$ cat src/design/lupd_pkg.sv
package lupd_pkg;

   localparam int FRAC_BITS  = 16;
   localparam int SIZE_W     = 3;
   localparam int THR_W      = 16;
   localparam int CSR_IDX_W  = 8;
   localparam int CSR_DATA_W = 16;

   localparam logic [CSR_IDX_W-1:0] REG_MATRIX_SIZE     = 8'd0;
   localparam logic [CSR_IDX_W-1:0] REG_PIVOT_THRESHOLD = 8'd1;

   typedef enum logic [4:0] {
      S_LOAD,
      S_SRCH_RD,
      S_SRCH_CMP,
      S_PIVOT,
      S_DEGEN_WAIT,
      S_ELIM_RD,
      S_DIV_LD,
      S_DIV,
      S_DIV_WR,
      S_UPD_RDU,
      S_UPD_MUL,
      S_UPD_WR,
      S_DET_RD,
      S_DET_MUL,
      S_DET_ACC,
      S_DET_SIGN,
      S_OUT_RD,
      S_OUT_LD,
      S_OUT_WAIT
   } state_type;

endpackage

$ cat src/design/lup_decomposition_core.sv
// LU decomposition with partial pivoting on a square matrix of signed Q16.16 elements.
// Elements arrive one word per cycle in row-major order and go straight into a
// single-port-read / single-port-write matrix RAM; input is held off while a
// factorization runs or its results drain. The factor runs in place on that
// RAM: row swaps only permute a small row map, so source_row is read from it
// directly. For column j the pivot search reads rows j to n-1, then one
// decision state checks the pivot and swaps the row map. For each row below
// the pivot a bit-serial restoring divider forms the multiplier, then each
// element right of column j is updated by one RAM read for the pivot row, one
// multiply and one RAM read-modify-write. The determinant is then formed over
// the U diagonal, and the n*n results are sent one by one, each held through
// any rsp stall.
// A pivot below pivot_threshold, or zero, ends the run early with one degenerate
// word. csr writes are taken at any time, but only while idle do they have a
// defined effect; writing matrix_size restarts a partial load.
module lup_decomposition_core
   import lupd_pkg::*;
#(
   parameter int MAX_SIZE      = 4,
   parameter int ELEMENT_WIDTH = 32
) (
   input  logic clock,
   input  logic reset,

   input  logic                                       req_tvalid,
   output logic                                       req_tready,
   // element_value
   input  logic [((ELEMENT_WIDTH+7)/8)*8-1:0]          req_tdata,

   output logic                                       rsp_tvalid,
   input  logic                                       rsp_tready,
   // out_row, out_col, lu_value, source_row, determinant, odd_swaps
   output logic [((3*$clog2(MAX_SIZE)+2*ELEMENT_WIDTH+1+7)/8)*8-1:0] rsp_tdata,
   // degenerate
   output logic [0:0]                                 rsp_tuser,
   output logic                                       rsp_tlast,

   input  logic                                       csr_valid,
   output logic                                       csr_ready,
   input  logic [CSR_IDX_W-1:0]                       csr_index,
   input  logic [CSR_DATA_W-1:0]                      csr_data
);

   localparam int IW    = $clog2(MAX_SIZE);
   localparam int CW    = $clog2(MAX_SIZE + 1);
   localparam int DEPTH = MAX_SIZE * MAX_SIZE;
   localparam int AW    = $clog2(DEPTH);
   localparam int EW    = ELEMENT_WIDTH;
   localparam int NW    = EW + FRAC_BITS;
   localparam int QCW   = $clog2(NW + 1);
   localparam int RSP_W = ((3*IW + 2*EW + 1 + 7) / 8) * 8;

   localparam logic [EW-1:0] EMAX  = {1'b0, {(EW-1){1'b1}}};
   localparam logic [EW-1:0] EMIN  = {1'b1, {(EW-1){1'b0}}};
   localparam logic [EW-1:0] Q_ONE = EW'(1) << FRAC_BITS;

   // ---------------------------------------------------------------- helpers
   function automatic logic [AW-1:0] addr_of(input logic [IW-1:0] r, input logic [IW-1:0] c);
      addr_of = AW'(r) * AW'(MAX_SIZE) + AW'(c);
   endfunction

   function automatic logic [EW-1:0] mag_of(input logic [EW-1:0] v);
      mag_of = v[EW-1] ? (~v + EW'(1)) : v;
   endfunction

   // floor(p / 2^16), saturated
   function automatic logic [EW-1:0] sat_prod(input logic signed [2*EW-1:0] p);
      logic signed [2*EW-1:0] s;
      s = p >>> FRAC_BITS;
      if ((&s[2*EW-1:EW-1]) || !(|s[2*EW-1:EW-1])) begin
         sat_prod = s[EW-1:0];
      end else begin
         sat_prod = s[2*EW-1] ? EMIN : EMAX;
      end
   endfunction

   function automatic logic [EW-1:0] sat_sub(input logic [EW-1:0] a, input logic [EW-1:0] b);
      logic [EW:0] d;
      d = {a[EW-1], a} - {b[EW-1], b};
      if (d[EW] == d[EW-1]) begin
         sat_sub = d[EW-1:0];
      end else begin
         sat_sub = d[EW] ? EMIN : EMAX;
      end
   endfunction

   // ---------------------------------------------------------------- state
   state_type st_ff, st_in;

   logic [SIZE_W-1:0] size_ff, size_in;
   logic [THR_W-1:0]  thr_ff, thr_in;
   logic [IW-1:0]     ld_row_ff, ld_row_in, ld_col_ff, ld_col_in;

   logic [CW-1:0]     j_ff, j_in, i_ff, i_in, c_ff, c_in;
   logic [IW-1:0]     best_ff, best_in;
   logic [EW-1:0]     best_mag_ff, best_mag_in;
   logic [EW-1:0]     pivot_ff, pivot_in;
   logic [EW-1:0]     mult_ff, mult_in;
   logic [2*EW-1:0]   prod_ff, prod_in;
   logic [EW-1:0]     det_ff, det_in;
   logic              parity_ff, parity_in;
   logic [IW-1:0]     perm_ff [MAX_SIZE];
   logic [IW-1:0]     perm_in [MAX_SIZE];

   // bit-serial divider
   logic [NW-1:0]     dnum_ff, dnum_in, dquo_ff, dquo_in;
   logic [EW-1:0]     drem_ff, drem_in, dden_ff, dden_in;
   logic [QCW-1:0]    dcnt_ff, dcnt_in;
   logic              dneg_ff, dneg_in;

   // output word register
   logic              o_valid_ff, o_valid_in;
   logic [IW-1:0]     o_row_ff, o_row_in, o_col_ff, o_col_in, o_src_ff, o_src_in;
   logic [EW-1:0]     o_val_ff, o_val_in, o_det_ff, o_det_in;
   logic              o_odd_ff, o_odd_in, o_degen_ff, o_degen_in, o_last_ff, o_last_in;

   // matrix ram
   logic              ram_we;
   logic [AW-1:0]     ram_waddr, ram_raddr;
   logic [EW-1:0]     ram_wdata, ram_rdata;

   lupd_ram #(
      .WIDTH (EW),
      .DEPTH (DEPTH)
   ) u_matrix_ram (
      .clock   (clock),
      .wr_en   (ram_we),
      .wr_addr (ram_waddr),
      .wr_data (ram_wdata),
      .rd_addr (ram_raddr),
      .rd_data (ram_rdata)
   );

   // ---------------------------------------------------------------- datapath terms
   logic [CW-1:0]   n_use, n_m1;
   logic [IW-1:0]   ji, ii, ci, pj, pi;
   logic [EW-1:0]   rd_mag;
   logic [EW:0]     dtrial;
   logic [EW-1:0]   mul_a;
   logic [EW-1:0]   div_res;
   logic            last_load, out_last;

   always_comb begin
      if (size_ff == '0) begin
         n_use = CW'(1);
      end else if (int'(size_ff) > MAX_SIZE) begin
         n_use = CW'(MAX_SIZE);
      end else begin
         n_use = CW'(size_ff);
      end
   end

   assign n_m1      = n_use - CW'(1);
   assign ji        = j_ff[IW-1:0];
   assign ii        = i_ff[IW-1:0];
   assign ci        = c_ff[IW-1:0];
   assign pj        = perm_ff[ji];
   assign pi        = perm_ff[ii];
   assign rd_mag    = mag_of(ram_rdata);
   assign dtrial    = {drem_ff, dnum_ff[NW-1]};
   assign mul_a     = (st_ff == S_DET_MUL) ? det_ff : mult_ff;
   assign last_load = (CW'(ld_row_ff) == n_m1) && (CW'(ld_col_ff) == n_m1);
   assign out_last  = (i_ff == n_m1) && (c_ff == n_m1);

   // signed quotient with saturation
   always_comb begin
      if (!dneg_ff) begin
         div_res = (|dquo_ff[NW-1:EW-1]) ? EMAX : dquo_ff[EW-1:0];
      end else if ((|dquo_ff[NW-1:EW]) || (dquo_ff[EW-1] && (|dquo_ff[EW-2:0]))) begin
         div_res = EMIN;
      end else begin
         div_res = ~dquo_ff[EW-1:0] + EW'(1);
      end
   end

   // ---------------------------------------------------------------- sequencer
   always_comb begin
      st_in       = st_ff;
      size_in     = size_ff;
      thr_in      = thr_ff;
      ld_row_in   = ld_row_ff;
      ld_col_in   = ld_col_ff;
      j_in        = j_ff;
      i_in        = i_ff;
      c_in        = c_ff;
      best_in     = best_ff;
      best_mag_in = best_mag_ff;
      pivot_in    = pivot_ff;
      mult_in     = mult_ff;
      prod_in     = prod_ff;
      det_in      = det_ff;
      parity_in   = parity_ff;
      perm_in     = perm_ff;
      dnum_in     = dnum_ff;
      dquo_in     = dquo_ff;
      drem_in     = drem_ff;
      dden_in     = dden_ff;
      dcnt_in     = dcnt_ff;
      dneg_in     = dneg_ff;
      o_valid_in  = o_valid_ff;
      o_row_in    = o_row_ff;
      o_col_in    = o_col_ff;
      o_src_in    = o_src_ff;
      o_val_in    = o_val_ff;
      o_det_in    = o_det_ff;
      o_odd_in    = o_odd_ff;
      o_degen_in  = o_degen_ff;
      o_last_in   = o_last_ff;
      ram_we      = 1'b0;
      ram_waddr   = '0;
      ram_wdata   = '0;
      ram_raddr   = '0;
      req_tready  = 1'b0;

      // word taken downstream
      if (o_valid_ff && rsp_tready) begin
         o_valid_in = 1'b0;
      end

      case (st_ff)
         S_LOAD: begin
            req_tready = 1'b1;
            if (req_tvalid) begin
               ram_we    = 1'b1;
               ram_waddr = addr_of(ld_row_ff, ld_col_ff);
               ram_wdata = req_tdata[EW-1:0];
               if (CW'(ld_col_ff) == n_m1) begin
                  ld_col_in = '0;
                  ld_row_in = ld_row_ff + IW'(1);
               end else begin
                  ld_col_in = ld_col_ff + IW'(1);
               end
               if (last_load) begin
                  ld_row_in = '0;
                  ld_col_in = '0;
                  for (int k = 0; k < MAX_SIZE; k++) begin
                     perm_in[k] = IW'(k);
                  end
                  parity_in   = 1'b0;
                  j_in        = '0;
                  i_in        = '0;
                  best_in     = '0;
                  best_mag_in = '0;
                  st_in       = S_SRCH_RD;
               end
            end
         end

         // pivot search down column j
         S_SRCH_RD: begin
            ram_raddr = addr_of(pi, ji);
            st_in     = S_SRCH_CMP;
         end

         S_SRCH_CMP: begin
            if (rd_mag > best_mag_ff) begin
               best_mag_in = rd_mag;
               best_in     = ii;
               pivot_in    = ram_rdata;
            end
            i_in = i_ff + CW'(1);
            if (i_ff == n_m1) begin
               st_in = S_PIVOT;
            end else begin
               st_in = S_SRCH_RD;
            end
         end

         S_PIVOT: begin
            if (best_mag_ff == '0 || best_mag_ff < EW'(thr_ff)) begin
               o_valid_in = 1'b1;
               o_row_in   = ji;
               o_col_in   = ji;
               o_src_in   = '0;
               o_val_in   = '0;
               o_det_in   = '0;
               o_odd_in   = 1'b0;
               o_degen_in = 1'b1;
               o_last_in  = 1'b1;
               st_in      = S_DEGEN_WAIT;
            end else begin
               perm_in[ji]      = perm_ff[best_ff];
               perm_in[best_ff] = perm_ff[ji];
               if (best_ff != ji) begin
                  parity_in = ~parity_ff;
               end
               if (j_ff == n_m1) begin
                  i_in   = '0;
                  det_in = Q_ONE;
                  st_in  = S_DET_RD;
               end else begin
                  i_in  = j_ff + CW'(1);
                  st_in = S_ELIM_RD;
               end
            end
         end

         S_DEGEN_WAIT: begin
            if (rsp_tready) begin
               st_in = S_LOAD;
            end
         end

         // multiplier for row i
         S_ELIM_RD: begin
            ram_raddr = addr_of(pi, ji);
            st_in     = S_DIV_LD;
         end

         S_DIV_LD: begin
            dneg_in = ram_rdata[EW-1] ^ pivot_ff[EW-1];
            dnum_in = {rd_mag, {FRAC_BITS{1'b0}}};
            dden_in = mag_of(pivot_ff);
            drem_in = '0;
            dquo_in = '0;
            dcnt_in = QCW'(NW);
            st_in   = S_DIV;
         end

         S_DIV: begin
            if (dtrial >= {1'b0, dden_ff}) begin
               drem_in = EW'(dtrial - {1'b0, dden_ff});
               dquo_in = {dquo_ff[NW-2:0], 1'b1};
            end else begin
               drem_in = dtrial[EW-1:0];
               dquo_in = {dquo_ff[NW-2:0], 1'b0};
            end
            dnum_in = dnum_ff << 1;
            dcnt_in = dcnt_ff - QCW'(1);
            if (dcnt_ff == QCW'(1)) begin
               st_in = S_DIV_WR;
            end
         end

         S_DIV_WR: begin
            mult_in   = div_res;
            ram_we    = 1'b1;
            ram_waddr = addr_of(pi, ji);
            ram_wdata = div_res;
            c_in      = j_ff + CW'(1);
            st_in     = S_UPD_RDU;
         end

         // a[i][c] -= mult * a[j][c]
         S_UPD_RDU: begin
            ram_raddr = addr_of(pj, ci);
            st_in     = S_UPD_MUL;
         end

         S_UPD_MUL: begin
            prod_in   = $signed({{EW{mul_a[EW-1]}}, mul_a})
                      * $signed({{EW{ram_rdata[EW-1]}}, ram_rdata});
            ram_raddr = addr_of(pi, ci);
            st_in     = S_UPD_WR;
         end

         S_UPD_WR: begin
            ram_we    = 1'b1;
            ram_waddr = addr_of(pi, ci);
            ram_wdata = sat_sub(ram_rdata, sat_prod(prod_ff));
            if (c_ff == n_m1) begin
               if (i_ff == n_m1) begin
                  j_in        = j_ff + CW'(1);
                  i_in        = j_ff + CW'(1);
                  best_in     = IW'(j_ff + CW'(1));
                  best_mag_in = '0;
                  st_in       = S_SRCH_RD;
               end else begin
                  i_in  = i_ff + CW'(1);
                  st_in = S_ELIM_RD;
               end
            end else begin
               c_in  = c_ff + CW'(1);
               st_in = S_UPD_RDU;
            end
         end

         // determinant over the U diagonal
         S_DET_RD: begin
            ram_raddr = addr_of(pi, ii);
            st_in     = S_DET_MUL;
         end

         S_DET_MUL: begin
            prod_in = $signed({{EW{mul_a[EW-1]}}, mul_a})
                    * $signed({{EW{ram_rdata[EW-1]}}, ram_rdata});
            st_in   = S_DET_ACC;
         end

         S_DET_ACC: begin
            det_in = sat_prod(prod_ff);
            if (i_ff == n_m1) begin
               st_in = S_DET_SIGN;
            end else begin
               i_in  = i_ff + CW'(1);
               st_in = S_DET_RD;
            end
         end

         S_DET_SIGN: begin
            if (parity_ff) begin
               det_in = (det_ff == EMIN) ? EMAX : (~det_ff + EW'(1));
            end
            i_in  = '0;
            c_in  = '0;
            st_in = S_OUT_RD;
         end

         // packed LU, row by row
         S_OUT_RD: begin
            ram_raddr = addr_of(pi, ci);
            st_in     = S_OUT_LD;
         end

         S_OUT_LD: begin
            o_valid_in = 1'b1;
            o_row_in   = ii;
            o_col_in   = ci;
            o_src_in   = pi;
            o_val_in   = ram_rdata;
            o_det_in   = out_last ? det_ff : '0;
            o_odd_in   = out_last ? parity_ff : 1'b0;
            o_degen_in = 1'b0;
            o_last_in  = out_last;
            st_in      = S_OUT_WAIT;
         end

         S_OUT_WAIT: begin
            if (rsp_tready) begin
               if (out_last) begin
                  st_in = S_LOAD;
               end else begin
                  if (c_ff == n_m1) begin
                     c_in = '0;
                     i_in = i_ff + CW'(1);
                  end else begin
                     c_in = c_ff + CW'(1);
                  end
                  st_in = S_OUT_RD;
               end
            end
         end

         default: begin
            st_in = S_LOAD;
         end
      endcase

      // register writes
      if (csr_valid) begin
         if (csr_index == REG_MATRIX_SIZE) begin
            size_in   = csr_data[SIZE_W-1:0];
            ld_row_in = '0;
            ld_col_in = '0;
         end else if (csr_index == REG_PIVOT_THRESHOLD) begin
            thr_in = csr_data[THR_W-1:0];
         end
      end
   end

   // control registers
   always_ff @(posedge clock) begin
      if (reset) begin
         st_ff      <= S_LOAD;
         size_ff    <= SIZE_W'(4);
         thr_ff     <= THR_W'(1);
         ld_row_ff  <= '0;
         ld_col_ff  <= '0;
         parity_ff  <= 1'b0;
         o_valid_ff <= 1'b0;
         for (int k = 0; k < MAX_SIZE; k++) begin
            perm_ff[k] <= IW'(k);
         end
      end else begin
         st_ff      <= st_in;
         size_ff    <= size_in;
         thr_ff     <= thr_in;
         ld_row_ff  <= ld_row_in;
         ld_col_ff  <= ld_col_in;
         parity_ff  <= parity_in;
         o_valid_ff <= o_valid_in;
         perm_ff    <= perm_in;
      end
   end

   // payload registers
   always_ff @(posedge clock) begin
      j_ff        <= j_in;
      i_ff        <= i_in;
      c_ff        <= c_in;
      best_ff     <= best_in;
      best_mag_ff <= best_mag_in;
      pivot_ff    <= pivot_in;
      mult_ff     <= mult_in;
      prod_ff     <= prod_in;
      det_ff      <= det_in;
      dnum_ff     <= dnum_in;
      dquo_ff     <= dquo_in;
      drem_ff     <= drem_in;
      dden_ff     <= dden_in;
      dcnt_ff     <= dcnt_in;
      dneg_ff     <= dneg_in;
      o_row_ff    <= o_row_in;
      o_col_ff    <= o_col_in;
      o_src_ff    <= o_src_in;
      o_val_ff    <= o_val_in;
      o_det_ff    <= o_det_in;
      o_odd_ff    <= o_odd_in;
      o_degen_ff  <= o_degen_in;
      o_last_ff   <= o_last_in;
   end

   // ---------------------------------------------------------------- ports
   assign csr_ready    = 1'b1;
   assign rsp_tvalid   = o_valid_ff;
   assign rsp_tdata    = RSP_W'({o_odd_ff, o_det_ff, o_src_ff, o_val_ff, o_col_ff, o_row_ff});
   assign rsp_tuser[0] = o_degen_ff;
   assign rsp_tlast    = o_last_ff;

endmodule

$ cat src/design/lupd_ram.sv
module lupd_ram #(
   parameter int WIDTH = 32,
   parameter int DEPTH = 16
) (
   input  logic                     clock,
   input  logic                     wr_en,
   input  logic [$clog2(DEPTH)-1:0] wr_addr,
   input  logic [WIDTH-1:0]         wr_data,
   input  logic [$clog2(DEPTH)-1:0] rd_addr,
   output logic [WIDTH-1:0]         rd_data
);

   logic [WIDTH-1:0] mem_ff [DEPTH];
   logic [WIDTH-1:0] rd_data_ff;

   always_ff @(posedge clock) begin
      if (wr_en) begin
         mem_ff[wr_addr] <= wr_data;
      end
      rd_data_ff <= mem_ff[rd_addr];
   end

   assign rd_data = rd_data_ff;

endmodule

$ cat config.mk
export PLATFORM = sky130hd
export DESIGN_NAME = lup_decomposition_core
export DESIGN_NICKNAME = d
export VERILOG_FILES = /design/src/design/lupd_pkg.sv /design/src/design/lup_decomposition_core.sv /design/src/design/lupd_ram.sv
export SDC_FILE = /design/constraint.sdc
export NUM_CORES = 2
export LEC_CHECK = 0
export ABC_AREA = 1
export BUFFER_PORTS_ARGS = -buffer_cell sky130_fd_sc_hd__buf_2
export CAP_MARGIN = 20
export CORE_MARGIN = 5
export CORE_UTILIZATION = 30
export CTS_CLUSTER_SIZE = 8
export DETAILED_ROUTE_END_ITERATION = 8
export HOLD_SLACK_MARGIN = 0.1
export MAX_ROUTING_LAYER = met4
export PLACE_DENSITY = 0.53
export SLEW_MARGIN = 20
export SYNTH_ARGS = -nofsm -noshare
export SYNTH_HDL_FRONTEND = slang
export SYNTH_HIERARCHICAL = 1
export SYNTH_SLANG_ARGS = --single-unit
$ cat constraint.sdc
create_clock -name clock -period 8.4 [get_ports clock]
set_input_delay 1.68 -clock clock [delete_from_list [all_inputs] [get_ports clock]]
set_output_delay 1.68 -clock clock [all_outputs]
set_load 0.005 [all_outputs]
Word-level counts from Yosys, hierarchy flattened
Memories as Yosys holds them, arrays and structs flattened. A register that Yosys moved wholly into a read port is not among the register bits.
Cells that the tools add are included.

word-level totals
  bits in latches = 0
  bits in registers = 481
  memories kept = 1
  bits in writable memories = 512
  ROM bits = 0
  word-level logic and storage cells = 294

operators by class
  bitwise gates (word level) = 10
  reductions and logical operators = 43
  shift-type cells = 0
  equal/unequal tests = 45
  divide/modulo/power cells = 0
  order comparisons = 9
  mux-type cells = 132
  add/subtract/negate cells = 18
  multipliers = 1

memory list
  name                 depth  width  read ports  clocked after Yosys merged registers in  write ports  RTL line        source
  u_matrix_ram.mem_ff  16     32     1           1                                        1            lupd_ram.sv:13  logic [WIDTH-1:0] mem_ff [DEPTH];

operators with widths
  cell                                                              count
  32-bit two-way mux                                                23
  32-bit one-hot mux with 3 select lines                            3
  32-bit one-hot mux with 2 select lines                            3
  48-bit one-hot mux with 2 select lines                            2
  32-bit by 1-bit adder with 32-bit output (second input constant)  4
  32-bit NOT                                                        4
  5-bit one-hot mux with 19 select lines                            1
  32-bit by 32-bit multiplier with 64-bit output                    1
  2-bit two-way mux                                                 29
  3-bit two-way mux                                                 19
  5-bit by 4-bit == test with 1-bit output (second input constant)  8
  5-bit two-way mux                                                 7
  2-bit inequality test (second input constant)                     17
  17-bit OR reduction                                               2
  33-bit by 32-bit >= comparator with 1-bit output                  1
  32-bit by 32-bit subtractor with 33-bit output                    1
  32-bit == test (second input constant)                            1
  32-bit greater-than comparator                                    1
  32-bit zero test                                                  1
  32-bit by 16-bit less-than comparator with 1-bit output           1
  32-bit subtractor                                                 1
  31-bit two-way mux                                                1
  31-bit OR reduction                                               1
  8-bit two-way mux                                                 3
  other kinds (55)                                                  123

Longest topological paths before layout
  depth in word-level cells = 11
  gate-level depth with buffers = 42
  gate-level depth less buffers = 38

Modules after synthesis
The synthesis kept the hierarchy.

by module, submodules not included
  module                  area each (sq um)  instances  cells an instance
  lup_decomposition_core  63548.4            1          7592
  lupd_ram                22730.6            1          2120

Least setup slack after synthesis
Ideal clock, no wire load.

  path kind = register -> register
  from = register st_ff[4]
  to = register prod_ff[63] (data pin)
  period minus slack after synthesis = 8.079 ns
  arrival time = 7.826 ns
  cell stages (with the launch flop) = 31
  library setup time = 0.252 ns
  buffers on the path = 3
  slack = 0.321 ns
  data required time = 8.148 ns
  cell sequence = dfxtp_1 buf_6 clkinv_2 nand3_4 nor2_4 buf_2 nand2_1 o21ai_1 clkbuf_1 nor2_1 fa_1 fa_1 fa_1 fa_1 inv_1 fa_1 inv_1 fa_1 inv_1 fa_1 inv_1 fa_1 ha_1 a21oi_1 o21a_1 a21boi_0 nor2_1 a211oi_1 nand2_1 nand2_1 nand2_1

on the way
  longest elaborated chain between the ends = 3

ends and longest elaborated chain
  item                                            RTL line                                                      source
  start, declared                                 lup_decomposition_core.sv:88                                  state_type st_ff, st_in;
  start signal, assigned                          lup_decomposition_core.sv:475                                 st_ff <= st_in;
  5-bit by 4-bit == test with 1-bit output        lup_decomposition_core.sv:161, lup_decomposition_core.sv:220
  32-bit two-way mux                              lup_decomposition_core.sv:161                                 assign mul_a = (st_ff == S_DET_MUL) ? det_ff : mult_ff;
  32-bit by 32-bit multiplier with 64-bit output  lup_decomposition_core.sv:352, lup_decomposition_core.sv:386
  end signal, assigned                            lup_decomposition_core.sv:495                                 prod_ff <= prod_in;
  end, declared                                   lup_decomposition_core.sv:99                                  logic [2*EW-1:0] prod_ff, prod_in;

Every way passes these cells.
A chain may end at the register's enable or synchronous reset.

Worst setup path after layout
Same ends and word-level chain as after synthesis.

==> metrics.yaml <==
outcome: "complete, no violations"
drt.antenna.violating_nets: 0
path_max_fanout: 12
dp_hpwl_um: 250000
num-nets-final: 11469
insertion_delay_ps: 850
final_layout_size_suffix_gt1_share_pct: 9.07
utilization_pct: 34.3
critPathSlowestCell: "fa_1"
area_delta_synth_final_pct: 14.1
nFillCells: 29546
synth-xor-area-share_pct: 2.01
setup_violations: 0
grt_start_max_net_pins: 111
grt_first_pass_wirelength_um: 472000
portBuffers: 135
ys_types: 71
drv_slew: 0
ys_async_sr_fraction_pct: 0
clock_path_buffers: 4
die_x_um: 546
rows: 197
required_ps: 8950
reg2reg_slack_ps: 220
place_congestion: 0.988
r2r_cells: 37
synth_top_cell_by_area: "edfxtp_1"
cts_tree: "built"
die_area_mm2: 0.298
r2r-end: "prod_ff[63]"
cts_made_buffers: 150
cts-root-buf: "clkbuf_16"
critPathKind: "reg2reg"
grt_overflow: 0
fmax_ghz: 0.122
synth_edf_count: 923
hold_violations: 0
synth_area_leaders: "edfxtp_1, fa_1, nand2_1"
reg2reg_from: "st_ff[4]"
clkSlewWorstSetupHoldPaths_ps: 50
wire_per_inst_um: 23.1
period_share_pct: 97.3
synth_top_family_by_area: "adder cells"
drt-initial-drc-count: 5460
postSynthAreaPerCell_um2: 8.88
synth_top_area_share_pct: 32.1
h-tree-depth: 4
critical_path_arrival_ps: 8730
synth_fa_ha_area_share_pct: 29.5
hp-class: "reg2reg"
slew_headroom_pct: 23.4
yosysWarnings: 6
drv_cap: 0
drc_errors: 0
gr-usage-all-layers_pct: 21.8
netlist_instances: 9712
start_util_pct: 30.0
drt-total-wl_um: 321000
synth_compound_area_share_pct: 4.59
synth_nets: 11160
ys_ff_latch: 993
vias: 67591
fin_crit_ps: 8180
crit_path_start: "st_ff[4]"
vias_per_cell: 4.86
fp.dieH_um: 546
startpoint_type: "flip-flop"
synth_flop_cell: "edfxtp_1"
dr.pass1.iters: 6
antenna_found_initial: 7
synthTopCellsByCount: "nand2_1, inv_1, nor2_1"
worst_pin_slew_ps: 1150
synth.most_common_cell: "nand2_1"
postCtsHoldBufs: 0
pin_count: 138
crit_path_end: "prod_ff[63]"
cp-end-kind: "flip-flop"
synth_mux_area_share_pct: 0
cts.sinks: 993
syn-cell-area_mm2: 0.0863
yosysSeqAreaShare_pct: 33.7
yosys.area_share.simple_pct: 19.3
core-area_mm2: 0.287
fin_skew_ps: 100
critPathMaxStageDelay_ps: 600
grt_pass1_vias: 69521
how the worst min path moves through the flow:
stage	start	endpoint	cells after the start
final	thr_ff[1]	thr_ff[1]	2
after floorplan	pivot_ff[0]	dden_ff[0]	0
after CTS	thr_ff[1]	thr_ff[1]	2
after detailed placement	thr_ff[1]	thr_ff[1]	2
after global placement	thr_ff[6]	thr_ff[6]	2
after global routing	thr_ff[1]	thr_ff[1]	2
worst max-delay path: cells and delay by family (launching register included):
family	cells	cell delay [ps]
AND/OR/NAND/NOR	12	970
flip-flops	1	340
AO/OA/AOI/OAI	5	890
buffers and inverters	11	1270
adder cells (fa/ha/maj)	9	4420
cells by family (layout without fill, tap and decap cells):
family / count (synthesis) / after routing
compound gates: 715 / 715
xor+xnor: 198 / 198
fa+ha+maj: 1387 / 1387
buf+inv: 2369 / 2770
flops: 993 / 993
other cells: 2 / 8
simple gates: 4048 / 4048
area by class of cell:
| cell class | instances | area, µm² | area share (%) |
|---|---|---|---|
| Inverter | 1997 | 7540 | 7.66 |
| Clock buffer | 225 | 4080 | 4.14 |
| Tap cell | 3781 | 4730 | 4.81 |
| Timing Repair Buffer | 529 | 4240 | 4.31 |
| Clock inverter | 19 | 289 | 0.294 |
| Antenna cell | 6 | 15.0 | 0.0153 |
| Sequential cell | 993 | 29100 | 29.6 |
| Multi-Input combinational cell | 6350 | 48400 | 49.2 |
metal layers:
metal	vias up	GRT usage (%)	wire length, µm
met5	-	-	0
met4	0	9.28	17800
met3	587	3.68	21200
met2	2304	35.1	150000
met1	34134	27.3	132000
li1	30566	-	-
cells in the final DEF (no fill, tap or decap), types with 24 or more instances in the layout:
cell	n
nand2_1	2061
ha_1	299
inv_1	1943
nor2_4	24
nor4_1	32
xnor2_1	53
fa_1	1076
clkbuf_16	152
nand3_1	583
buf_12	41
nand2_2	27
buf_2	135
edfxtp_1	923
inv_2	27
dfxtp_1	60
nand4_1	63
o21ai_1	30
buf_4	337
a21oi_1	223
clkbuf_1	72
nor2_1	1107
o21ai_0	293
xor2_1	144
nor3_1	56
through the flow:
step	setup TNS, ps	cell area, µm²	cells	worst slack [ps]	hold slack [ps]
floorplan	0	86300	9712	321	426
global placement	-1530	93400	13630	-197	458
detailed placement	-1230	93400	13632	-235	458
CTS	0	97800	13876	14.6	466
global route	-300	98400	13895	-50.7	475
finish	0	98400	13900	223	465
registers in the layout, indices dropped and copies added (netlist names), 8 cells and up:
signal                count
best_mag_ff              32
dden_ff                  32
det_ff                   32
dnum_ff                  32
dquo_ff                  48
drem_ff                  32
mult_ff                  32
o_det_ff                 32
o_val_ff                 32
perm_ff                   8
pivot_ff                 32
prod_ff                  48
thr_ff                   16
u_matrix_ram/mem_ff     512
u_matrix_ram/rd_data     32
timing repair:
| action | 4_1_cts | 5_1_grt |
|---|---|---|
| pin swaps | 0 | 5 |
| setup buffers | 0 | 17 |
| gates cloned | 0 | 1 |
| setup endpoints to repair | 14 | 36 |
| gates resized for setup | 6 | 107 |
Power is left out: the tool's default activity adds up to more than one toggle a clock period on the data nets, which glitch-free logic cannot reach.
